===== src/hdl/trd_pkg.sv =====
// ----------------------------------------------------------------------------
// trd_pkg
// types and constants shared by the trace record deframer modules
// ----------------------------------------------------------------------------
package trd_pkg;

  typedef enum logic [2:0] {
    PH_MAGIC   = 3'd0,
    PH_HEADER  = 3'd1,
    PH_PAYLOAD = 3'd2,
    PH_DONE    = 3'd3,
    PH_ERROR   = 3'd4
  } phase_t;

  typedef enum logic [2:0] {
    KIND_HEADER = 3'd0,
    KIND_INPUT  = 3'd1,
    KIND_OUTPUT = 3'd2,
    KIND_END    = 3'd3,
    KIND_ERROR  = 3'd4
  } kind_t;

  typedef enum logic [2:0] {
    ERR_MAGIC    = 3'd0,
    ERR_SHORT_HDR = 3'd1,
    ERR_SITE     = 3'd2,
    ERR_RESERVED = 3'd3,
    ERR_METADATA = 3'd4,
    ERR_SHORT_PAY = 3'd5,
    ERR_BAD_IN   = 3'd6,
    ERR_BAD_OUT  = 3'd7
  } err_t;

  // configuration register indexes
  localparam logic REG_MAX_COUNT    = 1'b0;
  localparam logic REG_MAX_POSITION = 1'b1;

  localparam int unsigned HDR_BYTES = 128;

  // header record carried with every header and payload result
  typedef struct packed {
    logic [31:0] layer;
    logic [31:0] head;
    logic [40:0] position;
    logic [24:0] rows;
    logic [24:0] columns;
    logic        causal_positive;
    logic [24:0] in_words;
    logic [24:0] out_words;
  } hdr_t;

  // classified byte handed from front to back
  typedef struct packed {
    kind_t      kind;
    err_t       code;
    logic       pass_hdr;   // header fields travel with the result
    logic [31:0] word;
    logic        last;
  } evt_t;

  // magic byte for position i
  function automatic logic [7:0] magic_byte(input logic [2:0] i);
    logic [7:0] r;
    unique case (i)
      3'd0: r = 8'h53;
      3'd1: r = 8'h4D;
      3'd2: r = 8'h54;
      3'd3: r = 8'h52;
      3'd4: r = 8'h43;
      3'd5: r = 8'h30;
      3'd6: r = 8'h30;
      default: r = 8'h31;
    endcase
    return r;
  endfunction

endpackage


===== src/hdl/trd_front.sv =====
// ----------------------------------------------------------------------------
// trd_front
// byte parser: magic, header fields, checks and payload word assembly
// ----------------------------------------------------------------------------
module trd_front (
  input  logic               clk,
  input  logic               rst,
  input  logic               in_valid,
  output logic               in_ready,
  input  logic [7:0]         data_byte,
  input  logic               end_of_stream,
  input  logic [24:0]        max_count,
  input  logic [40:0]        max_position,
  input  logic               q_ready,
  output logic               q_valid,
  output trd_pkg::evt_t      q_evt,
  output trd_pkg::hdr_t      q_hdr
);
  import trd_pkg::*;

  phase_t      phase;
  logic [6:0]  byte_count;
  logic        magic_bad, site_term, site_bad, rsv_bad;
  logic [31:0] layer_reg, head_reg, rows_reg, columns_reg, causal_reg;
  logic [63:0] position_reg, in_words_reg, out_words_reg;
  logic [24:0] words_left;
  logic        in_out_sec;
  logic [23:0] word_bytes;
  logic [1:0]  byte_in_word;
  logic        bad_in, bad_out;
  // check pipeline: product and compares registered ahead of the last byte
  logic [63:0] prod;
  logic        meta_early_bad;

  logic        take;
  logic        hdr_last;
  logic [31:0] word;
  logic        nonfinite;
  logic [24:0] wl_dec;
  logic        meta_bad;
  logic        last_site_bad;

  assign in_ready = q_ready || (phase == PH_DONE) || (phase == PH_ERROR);
  assign take     = in_valid && in_ready;
  assign hdr_last = (byte_count == 7'(HDR_BYTES - 1));
  assign word     = {data_byte, word_bytes};
  assign nonfinite = (word[30:23] == 8'hFF);
  assign wl_dec   = (words_left != '0) ? words_left - 25'd1 : words_left;

  // limits compared live, so a register write just before the last byte counts
  assign meta_bad = meta_early_bad || (out_words_reg != prod) ||
                    position_reg > 64'(max_position) ||
                    in_words_reg > 64'(max_count) || out_words_reg > 64'(max_count);

  assign q_hdr.layer           = layer_reg;
  assign q_hdr.head            = head_reg;
  assign q_hdr.position        = position_reg[40:0];
  assign q_hdr.rows            = rows_reg[24:0];
  assign q_hdr.columns         = columns_reg[24:0];
  assign q_hdr.causal_positive = (causal_reg == 32'd1);
  assign q_hdr.in_words        = in_words_reg[24:0];
  assign q_hdr.out_words       = out_words_reg[24:0];

  assign last_site_bad = site_bad;

  always_comb begin
    q_valid = 1'b0;
    q_evt   = '{kind: KIND_HEADER, code: ERR_MAGIC, pass_hdr: 1'b0,
                word: 32'd0, last: 1'b0};
    if (in_valid) begin
      unique case (phase)
        PH_MAGIC: begin
          if (end_of_stream || (byte_count[2:0] == 3'd7 &&
              (magic_bad || data_byte != magic_byte(3'd7)))) begin
            q_valid    = 1'b1;
            q_evt.kind = KIND_ERROR;
            q_evt.code = ERR_MAGIC;
          end
        end
        PH_HEADER: begin
          if (end_of_stream) begin
            q_valid    = 1'b1;
            q_evt.kind = (byte_count == '0) ? KIND_END : KIND_ERROR;
            q_evt.code = (byte_count == '0) ? ERR_MAGIC : ERR_SHORT_HDR;
          end else if (hdr_last) begin
            q_valid = 1'b1;
            priority if (last_site_bad) begin
              q_evt.kind = KIND_ERROR; q_evt.code = ERR_SITE;
            end else if (rsv_bad || data_byte != 8'd0) begin
              q_evt.kind = KIND_ERROR; q_evt.code = ERR_RESERVED;
            end else if (meta_bad) begin
              q_evt.kind = KIND_ERROR; q_evt.code = ERR_METADATA;
            end else begin
              q_evt.kind = KIND_HEADER; q_evt.pass_hdr = 1'b1;
            end
          end
        end
        PH_PAYLOAD: begin
          if (end_of_stream) begin
            q_valid = 1'b1; q_evt.kind = KIND_ERROR; q_evt.code = ERR_SHORT_PAY;
          end else if (byte_in_word == 2'd3) begin
            q_valid = 1'b1;
            if (!in_out_sec) begin
              q_evt.kind = KIND_INPUT; q_evt.pass_hdr = 1'b1; q_evt.word = word;
            end else if (wl_dec != '0) begin
              q_evt.kind = KIND_OUTPUT; q_evt.pass_hdr = 1'b1; q_evt.word = word;
            end else if (bad_in) begin
              q_evt.kind = KIND_ERROR; q_evt.code = ERR_BAD_IN;
            end else if (bad_out || nonfinite) begin
              q_evt.kind = KIND_ERROR; q_evt.code = ERR_BAD_OUT;
            end else begin
              q_evt.kind = KIND_OUTPUT; q_evt.pass_hdr = 1'b1;
              q_evt.word = word; q_evt.last = 1'b1;
            end
          end
        end
        default: q_valid = 1'b0;
      endcase
    end
  end

  always_ff @(posedge clk) begin
    prod <= 64'(rows_reg) * 64'(columns_reg);
    meta_early_bad <=
      (layer_reg[31] && layer_reg != '1) || (head_reg[31] && head_reg != '1) ||
      (causal_reg != 32'd1 && causal_reg != '1) ||
      rows_reg == '0 || columns_reg == '0;
  end

  always_ff @(posedge clk) begin
    if (rst) begin
      phase <= PH_MAGIC;
      byte_count <= '0;
      magic_bad <= 1'b0; site_term <= 1'b0; site_bad <= 1'b0; rsv_bad <= 1'b0;
      layer_reg <= '0; head_reg <= '0; rows_reg <= '0; columns_reg <= '0;
      causal_reg <= '0; position_reg <= '0; in_words_reg <= '0;
      out_words_reg <= '0; words_left <= '0; in_out_sec <= 1'b0;
      word_bytes <= '0; byte_in_word <= '0; bad_in <= 1'b0; bad_out <= 1'b0;
    end else if (take) begin
      unique case (phase)
        PH_MAGIC: begin
          if (end_of_stream) phase <= PH_ERROR;
          else begin
            if (data_byte != magic_byte(byte_count[2:0])) magic_bad <= 1'b1;
            if (byte_count[2:0] == 3'd7) begin
              if (magic_bad || data_byte != magic_byte(3'd7)) phase <= PH_ERROR;
              else begin
                phase <= PH_HEADER; byte_count <= '0;
                site_term <= 1'b0; site_bad <= 1'b0; rsv_bad <= 1'b0;
                bad_in <= 1'b0; bad_out <= 1'b0;
              end
            end else byte_count <= byte_count + 7'd1;
          end
        end
        PH_HEADER: begin
          if (end_of_stream) phase <= (byte_count == '0) ? PH_DONE : PH_ERROR;
          else begin
            if (!hdr_last) byte_count <= byte_count + 7'd1;
            if (byte_count < 7'd64) begin
              if (site_term) begin
                if (data_byte != 8'd0) site_bad <= 1'b1;
              end else if (data_byte == 8'd0) begin
                if (byte_count == '0) site_bad <= 1'b1;
                site_term <= 1'b1;
              end
              if (byte_count == 7'd63 && !site_term && data_byte != 8'd0)
                site_bad <= 1'b1;
            end else if (byte_count < 7'd68)
              layer_reg[8*byte_count[1:0] +: 8] <= data_byte;
            else if (byte_count < 7'd72)
              head_reg[8*byte_count[1:0] +: 8] <= data_byte;
            else if (byte_count < 7'd80)
              position_reg[8*byte_count[2:0] +: 8] <= data_byte;
            else if (byte_count < 7'd84)
              rows_reg[8*byte_count[1:0] +: 8] <= data_byte;
            else if (byte_count < 7'd88)
              columns_reg[8*byte_count[1:0] +: 8] <= data_byte;
            else if (byte_count < 7'd92)
              causal_reg[8*byte_count[1:0] +: 8] <= data_byte;
            else if (byte_count < 7'd96) begin
              if (data_byte != 8'd0) rsv_bad <= 1'b1;
            end else if (byte_count < 7'd104)
              in_words_reg[8*byte_count[2:0] +: 8] <= data_byte;
            else if (byte_count < 7'd112)
              out_words_reg[8*byte_count[2:0] +: 8] <= data_byte;
            else if (data_byte != 8'd0) rsv_bad <= 1'b1;
            if (hdr_last) begin
              if (q_evt.kind == KIND_ERROR) phase <= PH_ERROR;
              else begin
                phase <= PH_PAYLOAD; byte_count <= '0;
                byte_in_word <= '0; word_bytes <= '0;
                if (in_words_reg != '0) begin
                  in_out_sec <= 1'b0; words_left <= in_words_reg[24:0];
                end else begin
                  in_out_sec <= 1'b1; words_left <= out_words_reg[24:0];
                end
              end
            end
          end
        end
        PH_PAYLOAD: begin
          if (end_of_stream) phase <= PH_ERROR;
          else if (byte_in_word != 2'd3) begin
            word_bytes[8*byte_in_word +: 8] <= data_byte;
            byte_in_word <= byte_in_word + 2'd1;
          end else begin
            word_bytes <= '0; byte_in_word <= '0;
            if (!in_out_sec) begin
              if (nonfinite) bad_in <= 1'b1;
              if (wl_dec == '0) begin
                in_out_sec <= 1'b1; words_left <= out_words_reg[24:0];
              end else words_left <= wl_dec;
            end else begin
              words_left <= wl_dec;
              if (nonfinite) bad_out <= 1'b1;
              if (wl_dec == '0) begin
                if (q_evt.kind == KIND_ERROR) phase <= PH_ERROR;
                else begin
                  phase <= PH_HEADER; byte_count <= '0;
                  site_term <= 1'b0; site_bad <= 1'b0; rsv_bad <= 1'b0;
                  bad_in <= 1'b0; bad_out <= 1'b0;
                end
              end
            end
          end
        end
        default: phase <= phase;
      endcase
    end
  end
endmodule


===== src/hdl/trd_back.sv =====
// ----------------------------------------------------------------------------
// trd_back
// two-entry result queue and output formatting
// ----------------------------------------------------------------------------
module trd_back (
  input  logic           clk,
  input  logic           rst,
  input  logic           q_valid,
  output logic           q_ready,
  input  trd_pkg::evt_t  q_evt,
  input  trd_pkg::hdr_t  q_hdr,
  output logic           out_valid,
  input  logic           out_ready,
  output logic [247:0]   out_data,
  output logic [7:0]     out_user
);
  import trd_pkg::*;

  typedef struct packed {
    evt_t evt;
    hdr_t hdr;
  } ent_t;

  ent_t       mem [2];
  logic       wp, rp;
  logic [1:0] cnt;
  logic       push, pop;
  ent_t       e;
  hdr_t       h;

  assign q_ready   = (cnt != 2'd2);
  assign push      = q_valid && q_ready;
  assign out_valid = (cnt != 2'd0);
  assign pop       = out_valid && out_ready;
  assign e         = mem[rp];
  assign h         = e.evt.pass_hdr ? e.hdr : '0;

  // tdata: error_code, layer, head, position, rows, columns, causal_positive,
  // in_words, out_words, payload_word, last
  assign out_data = {6'd0, e.evt.last, e.evt.word, h.out_words, h.in_words,
                     h.causal_positive, h.columns, h.rows, h.position,
                     h.head, h.layer, (e.evt.kind == KIND_ERROR) ? e.evt.code : ERR_MAGIC};
  assign out_user = {5'd0, e.evt.kind};

  always_ff @(posedge clk) begin
    if (push) mem[wp] <= '{evt: q_evt, hdr: q_hdr};
  end

  always_ff @(posedge clk) begin
    if (rst) begin
      wp <= 1'b0; rp <= 1'b0; cnt <= '0;
    end else begin
      if (push) wp <= ~wp;
      if (pop) rp <= ~rp;
      cnt <= cnt + 2'(push) - 2'(pop);
    end
  end
endmodule


===== src/hdl/trace_record_deframer_core.sv =====
// ----------------------------------------------------------------------------
// trace_record_deframer_core
// byte stream deframer for trace records with header checks
// ----------------------------------------------------------------------------
// One byte is taken per cycle while the two-entry result queue has room; a
// result enters that queue on its last byte. Header metadata checks use the
// registered row-column product, so the header's final bytes cost no stall.
// After a clean end or error the input keeps draining with no results.
module trace_record_deframer_core (
  input  logic         clk,
  input  logic         rst,
  input  logic         s_axis_tvalid,
  output logic         s_axis_tready,
  input  logic [7:0]   s_axis_tdata,   // data_byte
  input  logic [7:0]   s_axis_tuser,   // end_of_stream, zero fill
  output logic         m_axis_tvalid,
  input  logic         m_axis_tready,
  output logic [247:0] m_axis_tdata,   // error_code, layer, head, position, rows,
                                       // columns, causal_positive, in_words,
                                       // out_words, payload_word, last, zero fill
  output logic [7:0]   m_axis_tuser,   // kind, zero fill
  input  logic         cfg_we,
  input  logic         cfg_index,
  input  logic [40:0]  cfg_data
);
  import trd_pkg::*;

  logic [24:0] max_count;
  logic [40:0] max_position;
  logic        q_valid, q_ready;
  evt_t        q_evt;
  hdr_t        q_hdr;

  always_ff @(posedge clk) begin
    if (rst) begin
      max_count    <= 25'd16777216;
      max_position <= 41'h100_0000_0000;
    end else if (cfg_we) begin
      if (cfg_index == REG_MAX_COUNT) max_count <= cfg_data[24:0];
      else max_position <= cfg_data;
    end
  end

  trd_front u_front (
    .clk, .rst,
    .in_valid(s_axis_tvalid), .in_ready(s_axis_tready),
    .data_byte(s_axis_tdata), .end_of_stream(s_axis_tuser[0]),
    .max_count, .max_position,
    .q_ready, .q_valid, .q_evt, .q_hdr
  );

  trd_back u_back (
    .clk, .rst, .q_valid, .q_ready, .q_evt, .q_hdr,
    .out_valid(m_axis_tvalid), .out_ready(m_axis_tready),
    .out_data(m_axis_tdata), .out_user(m_axis_tuser)
  );
endmodule


===== config.mk =====
export PLATFORM = sky130hd
export DESIGN_NAME = trace_record_deframer_core
export DESIGN_NICKNAME = d
export VERILOG_FILES = /design/src/hdl/trd_pkg.sv /design/src/hdl/trd_front.sv /design/src/hdl/trd_back.sv /design/src/hdl/trace_record_deframer_core.sv
export SDC_FILE = /design/constraint.sdc
export NUM_CORES = 2
export LEC_CHECK = 0
export BUFFER_PORTS_ARGS = -buffer_cell sky130_fd_sc_hd__buf_4
export CAP_MARGIN = 15
export CORE_MARGIN = 2
export CORE_UTILIZATION = 42
export DETAILED_ROUTE_END_ITERATION = 7
export SLEW_MARGIN = 5
export SYNTH_ARGS = -nofsm -noshare
export SYNTH_HDL_FRONTEND = slang
export SYNTH_SLANG_ARGS = --single-unit

===== constraint.sdc =====
create_clock -name clk -period 27.3 [get_ports clk]
set_input_delay 0 -clock clk [delete_from_list [all_inputs] [get_ports clk]]
set_output_delay 0 -clock clk [all_outputs]
set_load 0.02 [all_outputs]

# [Word level (Yosys, flattened, before mapping)]
# Memory sizes are Yosys's and may differ from the RTL's. A register that Yosys moved wholly into a read port is not among the register bits.
# Index checks and enable logic that the tools add are counted.
[word_totals] reg_bits=555 ramBits=492 inputBits=63 memories=1
[memory_table] memory="u_back.mem" depth=2 word_bits=246 rd=1 rd_clocked_by_memory_dff=1 wr=1 line_no="trd_back.sv:24" text="ent_t mem [2];"
[classes] mul=1 n_reduce_logical=60 add_sub_neg=8 mux=161 n_lt_le_gt_ge=13 bitwise_logic=13 eq_ne=60 shifts=6
[ops] cell="25-bit two-way mux" count=9
[ops] cell="206-bit two-way mux" count=1
[ops] cell="64-bit bitwise mux" count=3
[ops] cell="32-bit bitwise mux" count=5
[ops] cell="64-bit by 25-bit greater-than comparator with 1-bit output" count=2
[ops] cell="24-bit two-way mux" count=5
[ops] cell="34-bit two-way mux" count=3
[ops] cell="33-bit two-way mux" count=3
[ops] cell="32-bit != test (second input constant)" count=3
[ops] cell="7-bit two-way mux" count=13
[ops] cell="40-bit two-way mux" count=2
[ops] cell="7-bit < comparator (second input constant)" count=10
[ops] cell="5-bit negator with 34-bit output" count=2
[ops] cell="1-bit two-way mux" count=66
[ops] cell="64-bit by 41-bit greater-than comparator with 1-bit output" count=1
[ops] cell="32-bit zero test" count=2
[ops] cell="32-bit by 32-bit multiplier with 64-bit output" count=1
[ops] cell="64-bit != test" count=1
[ops] cell="64-bit nonzero test" count=1
[ops] cell="8-bit by 34-bit variable shift with 64-bit output (first input constant)" count=1
[ops] cell="8-bit by 34-bit indexed part select with 64-bit output" count=1
[ops] cell="3-bit two-way mux" count=20
[ops] cell="25-bit case mux with 2 select lines" count=1
[ops] cell="25-bit nonzero test" count=2
[ops] cell="64 further kinds" count=164

# [Longest topological paths before layout]
[depth] word_depth=19 depth_mapped=31 depth_no_buf=29

# [Hierarchy]
# Synthesis repeated with hierarchy kept, for this count alone.
[hier_totals] cells_unflattened=8011 hier_area_um2=78449.0
[modules_own_cells] module="trd_front" cells_each=6703 area_per_inst_um2=56943.4 n_inst=1 seq_area_each_um2=9709.3
[modules_own_cells] module="trd_back" cells_each=1041 area_per_inst_um2=18729.2 n_inst=1 seq_area_each_um2=14874.3
[modules_own_cells] module="trace_record_deframer_core" cells_each=267 area_per_inst_um2=2776.4 n_inst=1 seq_area_each_um2=1321.3

# [Worst setup path after synthesis]
# Ideal clock, no wire load.
[synth_path] path_kind="reg-to-reg" start="register u_front.byte_count[0]" end="memory u_back.mem[0][0] (netlist name) (enable)" n_path_buf=0 stages_incl_launch_ff=9 setup_slack_ps=13933 arrival_ps=12480 path_cell_list="dfxtp_1 ha_1 nand3_1 nor2_1 nand2_1 a21oi_1 o21ai_0 a21boi_0 nor2b_1"
[synth_between] elab_chain_len=9 elab_cells_between_ends=12
[synth_rtl] item="from (decl)" line_no="trd_front.sv:22" text="logic [6:0] byte_count;"
[synth_rtl] item="from (signal assigned)" line_no="trd_front.sv:152" text="end else byte_count <= byte_count + 7'd1;"
[synth_rtl] item="from (signal assigned)" line_no="trd_front.sv:158" text="if (!hdr_last) byte_count <= byte_count + 7'd1;"
[synth_rtl] item="branches (longest 4 deep; another with 7-bit == test)"
[synth_rtl] item="1-bit case mux with 3 select lines (*)" line_no="trd_front.sv:71" text="unique case (phase)"
[synth_rtl] item="1-bit two-way mux (*)" line_no="trd_front.sv:70" text="if (in_valid) begin"
[synth_rtl] item="1-bit logical AND (*)" line_no="trd_back.sv:32" text="assign push = q_valid && q_ready;"
[synth_rtl] item="named net u_back.push" line_no="trd_back.sv:27" text="logic push, pop;"
[synth_rtl] item="1-bit two-way mux (*)" line_no="trd_back.sv:46" text="if (push) mem[wp] <= '{evt: q_evt, hdr: q_hdr};"
[synth_rtl] item="1-bit two-way mux (implied by the code) (*)" line_no="trd_back.sv:46"
[synth_rtl] item="to (decl)" line_no="trd_back.sv:24"
# Mark *: on every way through the listed nets, which the timed path passes.

# [Final worst setup path]
[layout_path] start="register u_front.rows_reg[4]" end="register u_front.prod[60]"
[layout_between] elab_chain_len=1
[layout_rtl] item="from (decl)" line_no="trd_front.sv:24" text="logic [31:0] layer_reg, head_reg, rows_reg, columns_reg, causal_reg;"
[layout_rtl] item="from (signal, indexed assignment)" line_no="trd_front.sv:175" text="rows_reg[8*byte_count[1:0] +: 8] <= data_byte;"
[layout_rtl] item="32-bit by 32-bit multiplier with 64-bit output" line_no="trd_front.sv:123" text="prod <= 64'(rows_reg) * 64'(columns_reg);"
[layout_rtl] item="to (signal assigned)" line_no="trd_front.sv:123"
[layout_rtl] item="to (decl)" line_no="trd_front.sv:32" text="logic [63:0] prod;"
# Every way passes these cells.
# A chain may end at the register's enable or synchronous reset.

==> impl_metrics.py <==
metrics = {
    "finish": {
        "syn_to_final_growth_pct": 11.37,
        "largest_reg_flops": 492,
        "fin_nets": 9218,
        "drive_gt1_share_pct": 8.166,
        "seqCellArea_um2": 25920,
        "fillCellCount": 16720,
        "fin_util_pct": 47.20,
        "largest_register": "u_back.mem",
        "multi_input_area_um2": 45430,
    },
    "power_and_ir_drop": {
        "vdd_drop_max_v": 0.00005187,
        "p_int_mw": 2.827,
        "leakagePower_nw": 36.39,
        "swShare_pct": 27.18,
        "pwr-share-seq_pct": 44.5,
        "combPwrFrac_pct": 17.0,
        "netSwitchingPower_mw": 1.055,
        "power_density_nw_per_um2": 45.41,
        "clkPwrFrac_pct": 38.6,
    },
    "setup_path": {
        "r2r-end": "u_front.prod[60]$_DFF_P_",
        "cp-start-kind": "flop",
        "cp_slowest_cell": "dfxtp_1",
        "cp.arrival_ps": 9830,
        "end_kind": "flop",
        "path_class": "flop to flop",
        "r2r_cells": 29,
        "max_stage_delay_ps": 920,
        "worstPathMaxFanout": 21,
        "critPathLaunch": "u_front.rows_reg[4]$_SDFFE_PP0P_",
        "rrSetupSlack_ps": 18100,
        "regToRegStartpoint": "u_front.rows_reg[4]$_SDFFE_PP0P_",
        "critical_path_required_ps": 27930,
        "crit_end": "u_front.prod[60]$_DFF_P_",
    },
    "grt": {
        "grt_pass1_wl_um": 345800,
        "grt_pass1_vias": 56710,
        "grt_usage_pct": 24.20,
        "grt_max_degree": 129,
        "antenna_found_initial": 15,
        "overflow": 0,
    },
    "logic_synthesis": {
        "synthFlopType": "dfxtp_1",
        "postSynth.asyncResetShare_pct": 0,
        "syn_inst": 7741,
        "synth-seq-area-share_pct": 33.74,
        "yosys_warnings": 0,
        "yosysUniqueCellTypes": 87,
        "synth_enable_flop_cells": 492,
        "synth_top_cell_area_share_pct": 23.37,
        "avgSynthCellArea_um2": 9.917,
        "synth_area_um2": 76770,
        "ys_ff_latch": 1048,
        "post-synth-top-area-cell": "fa_1",
        "synth_area_leaders": "fa_1, edfxtp_1, dfxtp_1",
    },
    "clock_network": {
        "clk_path_buf_depth": 3,
        "cts.clk_slew.worst_paths_ps": 60,
        "cts_setup_buffers": 0,
        "clk_latency_ps": 710,
        "h-tree-depth": 3,
        "cts_sinks": 1048,
        "root_buffer": "clkbuf_16",
        "cts_made_buffers": 98,
        "cts_tree": "done",
    },
    "route": {
        "wl_per_cell_um": 21.80,
        "vias_per_cell": 5.389,
        "drtPass1Iterations": 5,
        "ant_nets": 0,
        "drt_iter0_drc": 4597,
        "drc": 0,
        "vias": 55780,
        "wl_um": 225700,
    },
    "floorplanning": {
        "fp.dieW_um": 431.5,
        "io_pins": 321,
        "dieArea_um2": 186200,
        "fp-row-count": 156,
        "die_height_um": 431.5,
        "core_area_um2": 181100,
        "initial_utilization_pct": 42.38,
    },
    "sta": {
        "worstMarginPinSlew_ps": 1272,
        "min_period_over_period_pct": 33.70,
        "finalCriticalPeriod_ps": 9201,
        "timing.fmax_ghz": 0.1087,
        "rsz0062_at_grt": "no",
        "hold_viol_final": 0,
        "setup_viol": 0,
        "fin_worst_skew_ps": 31.94,
        "drv_slew": 0,
        "slew-limit-headroom_pct": 14.92,
        "fin_setup_tns_ps": 0,
    },
    "job": {
        "max_cap_viol_count": 0,
    },
    "hold_path": {
        "hold_class": "primary input to flop",
    },
    "run_status": {
        "status": "complete, no violations",
    },
    "place": {
        "routabilityCongestion": 0.9207,
        "dpl.hpwl_um": 159800,
        "portBuffers": 302,
    },
}
==> cells in the mapped netlist (32+ instances only) <==
cell,number
xor2_1,41
o21ai_0,79
a21o_1,55
nand4_1,72
and2_1,643
inv_1,996
and3_1,47
edfxtp_1,492
xnor2_1,90
nand3_1,56
a22oi_1,46
a211oi_1,32
fa_1,896
nor3_1,66
mux2i_1,373
clkbuf_1,396
nor2_1,679
nor4_1,81
a21oi_1,347
ha_1,372
mux2_2,38
nand2_1,940
dfxtp_1,556
==> how the worst min path moves through the flow <==
stage / start / to / slack, ps / cells past startpoint
after global placement: cfg_data[40] / max_position[40]$_SDFFE_PP1P_ / 240 / 3
after detailed placement: cfg_data[40] / max_position[40]$_SDFFE_PP1P_ / 240 / 3
after CTS: cfg_data[2] / max_count[2]$_SDFFE_PP0P_ / 100 / 4
after floorplan: cfg_data[24] / max_count[24]$_SDFFE_PP1P_ / 120 / 1
final: cfg_data[2] / max_count[2]$_SDFFE_PP0P_ / 150 / 4
after global routing: cfg_data[5] / max_position[5]$_SDFFE_PP0P_ / 140 / 4
==> layout make-up <==
type	instances	area share, %
antenna	10	0.02927
clock buffer	134	3.332
clock inverter	51	0.8151
inverter	997	4.377
multi-input combinational	5258	53.14
sequential	1048	30.32
tap	2370	3.468
timing repair buffer	484	4.525
==> power by group through the flow <==
stage	sequential [mW]	combinational [mW]	clock (mW)
floorplan	1.77	0.406	0
global placement	1.76	0.653	0
detailed placement	1.76	0.654	0
CTS	1.73	0.665	1.52
global route	1.73	0.700	1.58
finish	1.73	0.659	1.50
==> layout by cell type, fill, tap and decap left out, types with 11 or more instances in the layout <==
cell | netlist | routed
buf_4 | 12 | 400
conb_1 | 1 | 11
o211ai_1 | 20 | 20
nor4_1 | 81 | 81
and3_1 | 47 | 47
a31oi_1 | 20 | 20
edfxtp_1 | 492 | 492
a21o_1 | 55 | 55
xnor2_1 | 90 | 90
o21ai_0 | 79 | 79
nor3_1 | 66 | 65
nand3b_1 | 11 | 11
clkbuf_16 | 0 | 105
fa_1 | 896 | 896
clkbuf_1 | 396 | 16
mux2_2 | 38 | 38
nor2b_1 | 17 | 15
a21oi_1 | 347 | 347
and2_1 | 643 | 642
clkbuf_8 | 0 | 11
o22ai_1 | 16 | 16
nand2b_1 | 19 | 19
nor2_1 | 679 | 679
a211oi_1 | 32 | 31
xor2_1 | 41 | 41
inv_1 | 996 | 996
a221oi_1 | 19 | 19
mux2i_1 | 373 | 372
nand2_1 | 940 | 940
nand3_1 | 56 | 56
bufinv_16 | 0 | 15
a22o_1 | 26 | 26
ha_1 | 372 | 372
dfxtp_1 | 556 | 547
dlygate4sd3_1 | 0 | 81
clkinv_2 | 0 | 16
nand4_1 | 72 | 72
a22oi_1 | 46 | 46
or3_1 | 12 | 12
==> what timing repair did <==
item | CTS | global route
hold buffers | 81 | 0
setup endpoints to repair | 0 | 0
hold endpoints to repair | 250 | 0
resized for setup | 0 | 0
==> layer usage <==
metal	GRT usage (%)	share of wire (%)	up-vias
li1	-	-	25170
met1	33.47	43	28300
met2	39.05	47	1926
met3	3.815	7.1	379
met4	7.457	3.1	2
met5	0	0.0058	-
==> cell families after synthesis <==
| group | share of synthesized area, % |
|---|---|
| AOI/OAI and AO/OA | 6.074 |
| xor gates and xnor gates | 1.495 |
| adders and majority gates | 29.44 |
| buffers and inverters | 7.173 |
| DFF | 33.74 |
| muxes | 5.421 |
| other | 0.004885 |
| and+or+nand+nor | 16.65 |
==> critical path: cells and delay by family (launching register included) <==
| family | cells | cell delay [ps] |
|---|---|---|
| compound gates | 7 | 2150 |
| xor+xnor | 1 | 200 |
| buf+inv | 9 | 950 |
| flops | 1 | 920 |
| simple gates | 3 | 740 |
| fa+ha+maj | 9 | 4150 |
==> stage by stage <==
step,instances,setup WS (ps),power (mW),hold WS (ps),instance area (µm²)
after detailed placement,10080,18260,2.416,240.8,81110
after floorplan,7751,13930,2.181,117.8,76810
after CTS,10340,18220,3.913,95.44,85470
after global routing,10340,17770,4.010,136.9,85480
final,10350,18100,3.882,145.8,85500
after global placement,10080,18340,2.412,239.2,81110
Note: power is estimated with default switching activity, not from simulation.
